$ cat src/rtl/core/ale_pkg.sv
// ---------------------------------------------------------------------------
// ale_pkg: shared types and codes for the list edit engine
// Request and result words, request kinds, status codes, prime tester words, capacity default.
// ---------------------------------------------------------------------------
package ale_pkg;

	localparam int unsigned DEF_CAPACITY = 64;
	localparam int unsigned PosW = 7;

	localparam logic [2:0] K_INSERT   = 3'd0;
	localparam logic [2:0] K_DEL_AT   = 3'd1;
	localparam logic [2:0] K_DEL_HEAD = 3'd2;
	localparam logic [2:0] K_DEL_TAIL = 3'd3;
	localparam logic [2:0] K_DEL_ONE  = 3'd4;
	localparam logic [2:0] K_DEL_ALL  = 3'd5;
	localparam logic [2:0] K_DEL_PRM  = 3'd6;
	localparam logic [2:0] K_READ     = 3'd7;

	localparam logic [2:0] ST_OK       = 3'd0;
	localparam logic [2:0] ST_BADPOS   = 3'd1;
	localparam logic [2:0] ST_NOTFOUND = 3'd2;
	localparam logic [2:0] ST_EMPTY    = 3'd3;
	localparam logic [2:0] ST_FULL     = 3'd4;

	typedef struct packed {
		logic [2:0]         kind;
		logic signed [31:0] value;
		logic [6:0]         position;
	} req_t;

	typedef struct packed {
		logic [2:0]         status;
		logic [6:0]         count_after;
		logic [6:0]         removed;
		logic signed [31:0] read_value;
	} rsp_t;

	// control from sequencer to prime tester
	typedef struct packed {
		logic        start;
		logic [31:0] x;
	} prm_req_t;

	// answer from prime tester
	typedef struct packed {
		logic done;
		logic prime;
	} prm_rsp_t;

endpackage

$ cat src/rtl/core/ale_prime.sv
// ---------------------------------------------------------------------------
// ale_prime: trial-division primality tester
// Steps divisors d = 2, 3, ... while d*d <= x; each remainder is found by a
// restoring divider that takes one dividend bit per cycle.
// ---------------------------------------------------------------------------
module ale_prime (
	input  logic             clk,
	input  logic             arst_n,
	input  ale_pkg::prm_req_t preq,
	output ale_pkg::prm_rsp_t prsp
);
	import ale_pkg::*;

	localparam logic [1:0] P_IDLE = 2'd0;
	localparam logic [1:0] P_CHK  = 2'd1;
	localparam logic [1:0] P_DIV  = 2'd2;
	localparam logic [1:0] P_REM  = 2'd3;

	logic [1:0]  state_q;
	logic [31:0] x_q;
	logic [16:0] d_q;
	logic [32:0] sq_q;
	logic [16:0] rem_q;
	logic [4:0]  bit_q;
	logic        done_q;
	logic        prime_q;
	logic [17:0] trial;

	// shift in the next dividend bit
	assign trial = {rem_q, x_q[bit_q]};

	always_ff @(posedge clk or negedge arst_n) begin
		if (!arst_n) begin
			state_q <= P_IDLE;
			done_q  <= 1'b0;
			prime_q <= 1'b0;
		end else begin
			case (state_q)
				P_IDLE: begin
					if (preq.start && ($signed(preq.x) < 32'sd2)) begin
						done_q  <= 1'b1;
						prime_q <= 1'b0;
					end else begin
						done_q <= 1'b0;
						if (preq.start) state_q <= P_CHK;
					end
				end
				P_CHK: begin
					if (sq_q > {1'b0, x_q}) begin
						done_q  <= 1'b1;
						prime_q <= 1'b1;
						state_q <= P_IDLE;
					end else begin
						done_q  <= 1'b0;
						state_q <= P_DIV;
					end
				end
				P_DIV: begin
					done_q <= 1'b0;
					if (bit_q == 5'd0) state_q <= P_REM;
				end
				P_REM: begin
					if (rem_q == 17'd0) begin
						done_q  <= 1'b1;
						prime_q <= 1'b0;
						state_q <= P_IDLE;
					end else begin
						done_q  <= 1'b0;
						state_q <= P_CHK;
					end
				end
				default: begin
					done_q  <= 1'b0;
					state_q <= P_IDLE;
				end
			endcase
		end
	end

	// datapath: divisor, its square, remainder
	always_ff @(posedge clk) begin
		case (state_q)
			P_IDLE: begin
				x_q  <= preq.x;
				d_q  <= 17'd2;
				sq_q <= 33'd4;
			end
			P_CHK: begin
				rem_q <= 17'd0;
				bit_q <= 5'd31;
			end
			P_DIV: begin
				if (trial >= {1'b0, d_q}) rem_q <= 17'(trial - {1'b0, d_q});
				else rem_q <= trial[16:0];
				bit_q <= bit_q - 5'd1;
			end
			P_REM: begin
				// (d+1)^2 = d^2 + 2d + 1
				d_q  <= d_q + 17'd1;
				sq_q <= sq_q + {15'd0, d_q, 1'b0} + 33'd1;
			end
			default: ;
		endcase
	end

	assign prsp.done  = done_q;
	assign prsp.prime = prime_q;

endmodule

$ cat src/rtl/core/array_list_edit_engine.sv
// Shifts read and write back each moved entry in turn, match scans read and
// compare one entry at a time, and prime delete runs the prime tester on
// each entry. One request is worked at a time; the list memory (one read or
// one write per cycle, on separate read and write ports) sets the pace.
// Reset clears the count and control; list contents are not cleared.
// ---------------------------------------------------------------------------
// array_list_edit_engine: packed list of signed words with edit requests
// A sequencer reads, moves and writes entries of one synchronous memory.
// ---------------------------------------------------------------------------
module array_list_edit_engine #(
	parameter int unsigned CAPACITY = ale_pkg::DEF_CAPACITY
) (
	input  logic          clk,
	input  logic          arst_n,
	input  logic          req_valid,
	output logic          req_stall,
	input  ale_pkg::req_t req,
	output logic          rsp_valid,
	input  logic          rsp_stall,
	output ale_pkg::rsp_t rsp
);
	import ale_pkg::*;

	localparam int unsigned CW   = $clog2(CAPACITY + 1);
	localparam int unsigned AW   = $clog2(CAPACITY);
	localparam int unsigned CMPW = ((CW > PosW) ? CW : PosW) + 1;

	localparam logic [3:0] S_IDLE   = 4'd0;
	localparam logic [3:0] S_INS_RD = 4'd1;
	localparam logic [3:0] S_INS_WB = 4'd2;
	localparam logic [3:0] S_INS_WR = 4'd3;
	localparam logic [3:0] S_SH     = 4'd4;
	localparam logic [3:0] S_SH_WB  = 4'd5;
	localparam logic [3:0] S_FM_RD  = 4'd6;
	localparam logic [3:0] S_FM_CMP = 4'd7;
	localparam logic [3:0] S_CP_RD  = 4'd8;
	localparam logic [3:0] S_CP_TST = 4'd9;
	localparam logic [3:0] S_CP_WT  = 4'd10;
	localparam logic [3:0] S_RD_WT  = 4'd11;
	localparam logic [3:0] S_FIN    = 4'd12;

	logic [3:0]    state_q;
	logic [2:0]    kind_q;
	logic [31:0]   value_q;
	logic [CW-1:0] pos_q;
	logic [CW-1:0] cnt_q;
	logic [CW-1:0] i_q;
	logic [CW-1:0] j_q;
	logic [CW-1:0] removed_q;
	logic [2:0]    status_q;
	logic [31:0]   rd_q;
	logic          rsp_valid_q;
	rsp_t          rsp_q;

	// list memory
	logic [31:0]   mem [CAPACITY];
	logic [31:0]   rdata;
	logic          re;
	logic [AW-1:0] ra;
	logic          we;
	logic [AW-1:0] wa;
	logic [31:0]   wd;

	prm_req_t preq;
	prm_rsp_t prsp;

	logic [CMPW-1:0] pos_x;
	logic [CMPW-1:0] cnt_x;
	logic            accept;
	logic            drop_match;
	logic            slot_free;

	assign pos_x     = CMPW'(req.position);
	assign cnt_x     = CMPW'(cnt_q);
	assign accept    = req_valid && !req_stall;
	assign req_stall = (state_q != S_IDLE);
	assign slot_free = !rsp_valid_q || !rsp_stall;
	assign drop_match = (rdata == value_q);

	always_ff @(posedge clk) begin
		if (we) mem[wa] <= wd;
		if (re) rdata <= mem[ra];
	end

	ale_prime u_prime (
		.clk    (clk),
		.arst_n (arst_n),
		.preq   (preq),
		.prsp   (prsp)
	);

	// memory port control
	always_comb begin
		re = 1'b0;
		ra = i_q[AW-1:0];
		we = 1'b0;
		wa = i_q[AW-1:0];
		wd = rdata;
		preq.start = 1'b0;
		preq.x     = rdata;
		case (state_q)
			S_IDLE: begin
				re = accept && (req.kind == K_READ);
				ra = AW'(req.position);
			end
			S_INS_RD: begin
				re = 1'b1;
				ra = AW'(i_q - CW'(1));
			end
			S_INS_WB: we = 1'b1;
			S_INS_WR: begin
				we = 1'b1;
				wa = pos_q[AW-1:0];
				wd = value_q;
			end
			S_SH: begin
				re = (CW'(i_q + CW'(1)) < cnt_q);
				ra = AW'(i_q + CW'(1));
			end
			S_SH_WB: we = 1'b1;
			S_FM_RD, S_CP_RD: re = (i_q < cnt_q);
			S_CP_TST: begin
				preq.start = (kind_q == K_DEL_PRM);
				if (kind_q == K_DEL_ALL) begin
					we = !drop_match;
					wa = j_q[AW-1:0];
				end
			end
			S_CP_WT: begin
				we = prsp.done && !prsp.prime;
				wa = j_q[AW-1:0];
			end
			default: ;
		endcase
	end

	// sequencer
	always_ff @(posedge clk or negedge arst_n) begin
		if (!arst_n) begin
			state_q     <= S_IDLE;
			cnt_q       <= '0;
			rsp_valid_q <= 1'b0;
		end else begin
			// raise the result word when finished, drop it once taken
			if (state_q == S_FIN && slot_free) rsp_valid_q <= 1'b1;
			else if (!rsp_stall) rsp_valid_q <= 1'b0;
			case (state_q)
				S_IDLE: begin
					if (accept) begin
						case (req.kind)
							K_INSERT: begin
								if (pos_x > cnt_x) state_q <= S_FIN;
								else if (cnt_q == CW'(CAPACITY)) state_q <= S_FIN;
								else if (CMPW'(cnt_q) == pos_x) state_q <= S_INS_WR;
								else state_q <= S_INS_RD;
							end
							K_DEL_AT: begin
								if (pos_x >= cnt_x) state_q <= S_FIN;
								else state_q <= S_SH;
							end
							K_DEL_HEAD: begin
								state_q <= (cnt_q == '0) ? S_FIN : S_SH;
							end
							K_DEL_TAIL: begin
								if (cnt_q != '0) cnt_q <= cnt_q - CW'(1);
								state_q <= S_FIN;
							end
							K_DEL_ONE: state_q <= S_FM_RD;
							K_DEL_ALL, K_DEL_PRM: state_q <= S_CP_RD;
							default: begin
								state_q <= (pos_x >= cnt_x) ? S_FIN : S_RD_WT;
							end
						endcase
					end
				end
				S_INS_RD: state_q <= S_INS_WB;
				S_INS_WB: begin
					if (CW'(i_q - CW'(1)) == pos_q) state_q <= S_INS_WR;
					else state_q <= S_INS_RD;
				end
				S_INS_WR: begin
					cnt_q   <= cnt_q + CW'(1);
					state_q <= S_FIN;
				end
				S_SH: begin
					if (CW'(i_q + CW'(1)) >= cnt_q) begin
						cnt_q   <= cnt_q - CW'(1);
						state_q <= S_FIN;
					end else begin
						state_q <= S_SH_WB;
					end
				end
				S_SH_WB: state_q <= S_SH;
				S_FM_RD: state_q <= (i_q < cnt_q) ? S_FM_CMP : S_FIN;
				S_FM_CMP: state_q <= drop_match ? S_SH : S_FM_RD;
				S_CP_RD: begin
					if (i_q >= cnt_q) begin
						cnt_q   <= j_q;
						state_q <= S_FIN;
					end else begin
						state_q <= S_CP_TST;
					end
				end
				S_CP_TST: state_q <= (kind_q == K_DEL_PRM) ? S_CP_WT : S_CP_RD;
				S_CP_WT: if (prsp.done) state_q <= S_CP_RD;
				S_RD_WT: state_q <= S_FIN;
				S_FIN: begin
					if (slot_free) state_q <= S_IDLE;
				end
				default: state_q <= S_IDLE;
			endcase
		end
	end

	// request fields, indexes and result
	always_ff @(posedge clk) begin
		case (state_q)
			S_IDLE: begin
				kind_q    <= req.kind;
				value_q   <= req.value;
				pos_q     <= CW'(req.position);
				rd_q      <= '0;
				j_q       <= '0;
				case (req.kind)
					K_INSERT: begin
						i_q       <= cnt_q;
						removed_q <= '0;
						if (pos_x > cnt_x) status_q <= ST_BADPOS;
						else if (cnt_q == CW'(CAPACITY)) status_q <= ST_FULL;
						else status_q <= ST_OK;
					end
					K_DEL_AT: begin
						i_q <= CW'(req.position);
						if (pos_x >= cnt_x) begin
							status_q  <= ST_BADPOS;
							removed_q <= '0;
						end else begin
							status_q  <= ST_OK;
							removed_q <= CW'(1);
						end
					end
					K_DEL_HEAD, K_DEL_TAIL: begin
						i_q <= '0;
						if (cnt_q == '0) begin
							status_q  <= ST_EMPTY;
							removed_q <= '0;
						end else begin
							status_q  <= ST_OK;
							removed_q <= CW'(1);
						end
					end
					K_READ: begin
						i_q       <= '0;
						removed_q <= '0;
						status_q  <= (pos_x >= cnt_x) ? ST_BADPOS : ST_OK;
					end
					default: begin
						i_q       <= '0;
						removed_q <= '0;
						status_q  <= ST_OK;
					end
				endcase
			end
			S_INS_WB: i_q <= i_q - CW'(1);
			S_SH_WB:  i_q <= i_q + CW'(1);
			S_FM_RD: if (i_q >= cnt_q) status_q <= ST_NOTFOUND;
			S_FM_CMP: begin
				if (drop_match) removed_q <= CW'(1);
				else i_q <= i_q + CW'(1);
			end
			S_CP_RD: begin
				if (i_q >= cnt_q) begin
					removed_q <= cnt_q - j_q;
					if (kind_q == K_DEL_ALL && cnt_q == j_q) status_q <= ST_NOTFOUND;
				end
			end
			S_CP_TST: begin
				if (kind_q == K_DEL_ALL) begin
					i_q <= i_q + CW'(1);
					if (!drop_match) j_q <= j_q + CW'(1);
				end
			end
			S_CP_WT: begin
				if (prsp.done) begin
					i_q <= i_q + CW'(1);
					if (!prsp.prime) j_q <= j_q + CW'(1);
				end
			end
			S_RD_WT: rd_q <= rdata;
			S_FIN: begin
				if (slot_free) begin
					rsp_q.status      <= status_q;
					rsp_q.count_after <= 7'(cnt_q);
					rsp_q.removed     <= 7'(removed_q);
					rsp_q.read_value  <= rd_q;
				end
			end
			default: ;
		endcase
	end

	assign rsp_valid = rsp_valid_q;
	assign rsp       = rsp_q;

endmodule

$ cat config.mk
export PLATFORM = sky130hd
export DESIGN_NAME = array_list_edit_engine
export DESIGN_NICKNAME = d
export VERILOG_FILES = /design/src/rtl/core/ale_pkg.sv /design/src/rtl/core/ale_prime.sv /design/src/rtl/core/array_list_edit_engine.sv
export SDC_FILE = /design/constraint.sdc
export NUM_CORES = 2
export LEC_CHECK = 0
export BUFFER_PORTS_ARGS = -buffer_cell sky130_fd_sc_hd__buf_2
export CAP_MARGIN = 10
export CORE_ASPECT_RATIO = 1.5
export CORE_MARGIN = 1.5
export CORE_UTILIZATION = 57
export DETAILED_ROUTE_END_ITERATION = 8
export GPL_TIMING_DRIVEN = 1
export PLACE_DENSITY = 0.77
export SYNTH_ARGS = -nofsm -noshare
export SYNTH_HDL_FRONTEND = slang
export SYNTH_SLANG_ARGS = --single-unit
$ cat constraint.sdc
create_clock -name clk -period 5 [get_ports clk]
set_clock_uncertainty 0.05 [all_clocks]
set_input_delay 0.75 -clock clk [delete_from_list [all_inputs] [get_ports clk]]
set_output_delay 0.75 -clock clk [all_outputs]
set_load 0.01 [all_outputs]
# Word level (Yosys, flattened, before mapping)
# Memory sizes are Yosys's and may differ from the RTL's. A register that Yosys moved wholly into a read port is not among the register bits.
# Index checks and enable logic that the tools add are counted.
[op_classes]
addsub = 11
n_mul = 0
n_div = 0
order_cmp = 10
eq_ne = 50
n_shift = 0
muxes = 82
n_bitwise = 0
n_reduce_logical = 44
[ops]
columns = ["operator", "n"]
rows = [
  ["$mux 7", 14],
  ["$pmux 17 s2", 2],
  ["$pmux 33 s2", 1],
  ["$pmux 32 s2", 1],
  ["$pmux 4 s12", 1],
  ["$pmux 7 s3", 2],
  ["$pmux 7 s6", 1],
  ["$mux 4", 9],
  ["$pmux 6 s3", 2],
  ["$add 33x1->33 const B", 1],
  ["$add 33x18->33", 1],
  ["$gt 33x32->1", 1],
  ["$eq 32x32->1", 1],
  ["$lt 32x3->1 const B", 1],
  ["$mux 32", 1],
  ["$ne 2x2->1 const B", 14],
  ["$pmux 7 s4", 1],
  ["$pmux 4 s6", 1],
  ["$add 7x1->7 const B", 3],
  ["$eq 7x7->1", 3],
  ["$ge 7x7->1", 3],
  ["$mux 3", 7],
  ["$eq 4x4->1 const B", 5],
  ["$eq 3x3->1 const B", 6],
  ["51 further kinds", 115],
]
[totals]
reg_bits = 267
latchBits = 0
ram_bits = 2048
rom_bits = 0
in_bits = 46
out_inout_bits = 51
word_cells = 221
memories = 1
[memory_table]
columns = ["name", "words", "word_bits", "rd", "rd_clocked_by_memory_dff", "wr", "line", "text"]
rows = [
  ["mem", 64, 32, 1, 1, 1, "array_list_edit_engine.sv:56", "logic [31:0] mem [CAPACITY];"],
]

# Logic depth before layout (Yosys ltp)
[depth]
word_depth = 7
depth_mapped = 16
ltp_nobuf = 14

# Modules after synthesis
# From an unflattened synthesis, not the netlist that was laid out.
[unflattened]
hier_cells = 5790
area_unflattened_um2 = 96089.7
[modules_own_cells]
columns = ["mod", "instances", "cells_each", "area_per_inst_um2", "seq_area_each_um2"]
rows = [
  ["array_list_edit_engine", 1, 5047, 88357.2, 67174.4],
  ["ale_prime", 1, 743, 7732.4, 3223.1],
]

# Worst setup path before layout
# OpenSTA, ideal clock, no wires.
[synth_timing]
path_type = "reg-to-reg"
start = "register u_prime.bit_q[0]"
end = "register u_prime.rem_q[10], data pin"
setup_time_ps = 266
arrival_time_ps = 4772
required_time_ps = 4684
path_slack_ps = -88
stages_incl_launch_ff = 17
path_buffers = 2
period_less_slack_ps = 5088
cell_sequence = "edfxtp_1 > buf_1 > mux4_2 > mux4_2 > mux2i_1 > ha_1 > inv_1 > fa_1 > a21o_1 > a21o_1 > a21o_1 > a21oi_1 > o2bb2ai_1 > o41ai_2 > buf_2 > mux2i_1 > nor2_1"
[synth_via]
elab_chain_len = 5
elab_cells_between_ends = 6
classes_between = "1 x add/sub; 1 x order compare; 4 x mux"
[synth_rtl]
columns = ["element", "line", "text"]
rows = [
  ["start: declaration", "ale_prime.sv:24", "logic [4:0] bit_q;"],
  ["start signal: assignment", "ale_prime.sv:95", "bit_q <= bit_q - 5'd1;"],
  ["$bmux 1 s5 (*)", "ale_prime.sv:30", "assign trial = {rem_q, x_q[bit_q]};"],
  ["$mux 1 (implied by the code) (*)", "ale_prime.sv:30", ""],
  ["$sub 17x17->17 or $ge 18x17->1 (tied branches)", "ale_prime.sv:93", "if (trial >= {1'b0, d_q}) rem_q <= 17'(trial - {1'b0, d_q});"],
  ["$mux 17 (*)", "ale_prime.sv:93", ""],
  ["$pmux 17 s2 (*)", "ale_prime.sv:82", "case (state_q)"],
  ["end signal: assignment", "ale_prime.sv:93", ""],
  ["end signal: assignment", "ale_prime.sv:94", "else rem_q <= trial[16:0];"],
  ["end: declaration", "ale_prime.sv:23", "logic [16:0] rem_q;"],
]
# Mark *: on every way between the ends. The rest lies on a longest branch, timed or not. The select of a mux whose other input is x is not followed.
# A chain may end at the register's enable or synchronous reset.

# Worst setup path in the final report
[layout_timing]
start = "register i_q[0]"
end = "register rdata[4], read port of mem, data pin"
[layout_via]
elab_chain_len = 3
elab_cells_between_ends = 6
classes_between = "2 x add/sub; 2 x order compare; 2 x mux"
[layout_rtl]
columns = ["element", "line", "text"]
rows = [
  ["start: declaration", "array_list_edit_engine.sv:47", "logic [CW-1:0] i_q;"],
  ["start signal: assignment", "array_list_edit_engine.sv:226", "i_q <= cnt_q;"],
  ["start signal: assignment", "array_list_edit_engine.sv:233", "i_q <= CW'(req.position);"],
  ["start signal: assignment", "array_list_edit_engine.sv:264", "S_INS_WB: i_q <= i_q - CW'(1);"],
  ["$add 7x1->7", "array_list_edit_engine.sv:117", "re = (CW'(i_q + CW'(1)) < cnt_q);"],
  ["$lt 7x7->1", "array_list_edit_engine.sv:117", ""],
  ["$pmux 1 s4", "array_list_edit_engine.sv:101", "case (state_q)"],
  ["end: declaration", "array_list_edit_engine.sv:57", "logic [31:0] rdata;"],
]
# Several ways; a longest one is shown, not always the timed one.

==> metrics.md <==
| Metric | Value |
|---|---|
| Status | finished clean |
| Fmax achieved | 204 MHz |
| Slew HR | 0.136 |
| CP Class | reg -> reg |
| Gr usage total | 0.304 |
| Worst Setup SP | i_q[0] |
| Setup bufs post-CTS | 0 |
| Clock root buffer master | clkbuf_16 |
| Post-layout net count | 5272 |
| Crit path DAT | 5460 ps |
| Die W | 335 um |
| Cts bufs inserted | 198 |
| CTS clock-pin slew for the worst setup and hold paths | 70 ps |
| Final period util | 0.981 |
| GRT overflow | 0 |
| Unrepaired setup endpoints after global routing | false |
| Synth cell types | 73 |
| ANT nets after route | 0 |
| First DRT Iteration DRCs | 6618 |
| Actual slew at the worst max-slew pin | 1300 ps |
| Crit Path Max Fanout | 24 |
| Cells after Synth | 4654 |
| CP max-delay cell | a221oi_1 |
| Seq/Total Area, Yosys | 0.745 |
| Share of layout cells above drive strength 1 | 0.271 |
| DRC | 0 |
| CTS Buffer Depth | 3 |
| Post-synth top flop | edfxtp_1 |
| Ys async rst share | 0.00682 |
| Setup violators final | 0 |
| Yosys warnings | 0 |
| Drt total wl | 252000 um |
| Top-Level Pins | 97 |
| Vias after detailed routing | 50.5k |
| Post-synth EDFFs | 2331 |
| Mapped Avg Cell Area | 20.3 sq um |
| Sinks on the clock net | 2347 |
| DP Cell Count | 7111 |
| Period minus WS final | 4900 ps |
| CORE AREA | 0.164 sq mm |
| Initial core utilization | 0.575 |
| Maxcap violations | 0 |
| Worst skew pair latency | 860 ps |
| Drt via density | 6.73 |
| Setup TNS | 0 ps |
| Final hold viol count | 0 |
| Worst Setup Start Kind | flop |
| Worst hold path type | in -> reg |
| Total die area | 0.168 sq mm |
| CTS tree | done |
| Port bufs | 96 |
| #FFs+latches synth | 2347 |
| Final HPWL DP | 152000 um |
| Pin count of the biggest net entering global routing | 93 |
| Layout overhead on the synthesized area | 13.7% |
| H-tree Lvls | 4 |
| Syn_nets | 4812 |
| CP Capture Type | flop |
| Vias in the first global route | 51.5k |
| Row count | 182 |
| Mapped Area | 0.0944 sq mm |
| WP data required | 5550 ps |
| Gpl congestion | 0.941 |
| Drt wl/cell | 33.7 um |
| Top cell by count, worst path | buf_4 |
| Cell Count, Final, Fillers Out | 7494 |
| Hold Startpoint | req[18] |
| RR Startpoint | i_q[0] |
| Max incr delay on CP | 910 ps |
| Pre-Repair DR Iteration Count | 6 |
| Initial antenna violation count | 8 |
| Die H | 502 um |
| Final count of pins violating max slew | 0 |
| CP cell instances | buf_4 -> or4_1 -> a211o_1 -> o311ai_1 -> nor2_4 -> buf_12 -> buf_4 -> a22o_1 -> a221oi_1 -> mux2i_1 -> mux2_2 |
| Wire length of the first global-routing pass | 360000 um |
layout by cell type, fill, tap and decap left out, types with 37 or more instances in the layout:
| cell type | Yosys | routed |
|---|---|---|
| edfxtp_1 | 2331 | 2331 |
| clkbuf_16 | 0 | 201 |
| mux2_2 | 67 | 67 |
| mux2i_1 | 88 | 88 |
| nor2_4 | 0 | 68 |
| a22o_1 | 128 | 128 |
| clkinv_2 | 0 | 41 |
| a21oi_1 | 76 | 75 |
| ha_1 | 108 | 108 |
| nand2_1 | 75 | 75 |
| a221oi_1 | 130 | 128 |
| o21ai_0 | 69 | 68 |
| nor2_1 | 192 | 124 |
| and2_1 | 39 | 39 |
| buf_2 | 51 | 96 |
| clkbuf_1 | 115 | 43 |
| clkinv_1 | 0 | 37 |
| xnor2_1 | 74 | 74 |
| inv_1 | 94 | 92 |
| buf_12 | 0 | 61 |
| nand3_1 | 47 | 46 |
| mux4_2 | 514 | 514 |
| buf_4 | 14 | 318 |
synthesized netlist by cell type, types with 47 or more instances:
cell,instances,area share
edfxtp_1,2331,0.74
mux4_2,514,0.12
nor2_1,192,0.0076
a221oi_1,130,0.012
a22o_1,128,0.012
clkbuf_1,115,0.0046
ha_1,108,0.014
inv_1,94,0.0037
mux2i_1,88,0.0093
a21oi_1,76,0.0040
nand2_1,75,0.0030
xnor2_1,74,0.0069
o21ai_0,69,0.0037
mux2_2,67,0.0080
buf_2,51,0.0027
nand3_1,47,0.0025
cell type report:
type,instances,area [sq um]
sequential,2347,70400
tap,2208,2760
inverter,95,357
timing repair buffer,486,4200
multi-input combinational,1986,23200
fill,10177,56800
clock buffer,244,5190
clock inverter,127,1340
antenna,1,2.50
worst max-delay path, delay by kind of cell (launching register included):
kind	cells	cell delay, ps
buffers and inverters	3	790
DFF	1	480
muxes	2	580
AOI/OAI and AO/OA	4	1740
and+or+nand+nor	2	960
metal layers:
metal / wire length (um) / share of wire / GRT usage
met5: 0 / 0 / 0
met4: 18000 / 0.071 / 0.183
met3: 24500 / 0.097 / 0.0481
met2: 128000 / 0.51 / 0.517
met1: 81400 / 0.32 / 0.366
flip-flops by register name (all words and copies together) (netlist names), 4 cells and up, named ones only:
| name | cells |
|---|---|
| u_prime.x_q | 32 |
| pos_q | 7 |
| cnt_q | 7 |
| u_prime.sq_q | 33 |
| j_q | 7 |
| rdata | 32 |
| i_q | 7 |
| removed_q | 7 |
| u_prime.bit_q | 5 |
| rd_q | 32 |
| rsp | 49 |
| value_q | 32 |
| mem | 2048 |
| u_prime.d_q | 17 |
| u_prime.rem_q | 17 |
| state_q | 4 |
metrics by stage:
step	hold WS, ps	cell area (sq um)	utilization	setup slack (ps)
after global placement	354	101000	0.614	-269
final	41.7	107000	0.654	97.0
after CTS	0.526	107000	0.654	67.1
after floorplan	350	94500	-	129
after global routing	11.8	107000	0.654	82.2
after detailed placement	356	101000	0.614	-34.2
worst paths after layout:
check / endpoint / slack [ps] / cells after the start
setup / recovery: rdata[4] / 100 / 11
hold / removal: value_q[11] / 40 / 1
setup reg to reg: rdata[4] / 100 / 11
hold reg to reg: rsp[17] / 370 / 0
max in group asynchronous: u_prime.prime_q / 4130 / 2
min in group asynchronous: state_q[3] / 390 / 2
logic make-up after synthesis:
group | synth area share
AO/OA/AOI/OAI | 0.0435
multiplexers | 0.142
flip-flops | 0.745
buffers and inverters | 0.0157
AND/OR/NAND/NOR | 0.0288
adder cells (fa/ha/maj) | 0.0152
XOR/XNOR | 0.00937
repair_timing:
| item | in CTS | in global routing |
|---|---|---|
| endpoints found under the setup margin | 0 | 1 |
| gates resized for setup | 0 | 1 |
| hold endpoints to repair | 26 | 0 |
| hold buffers | 11 | 0 |
Power is left out: the tool's default activity adds up to more than one toggle a clock period on the data nets, which glitch-free logic cannot reach.
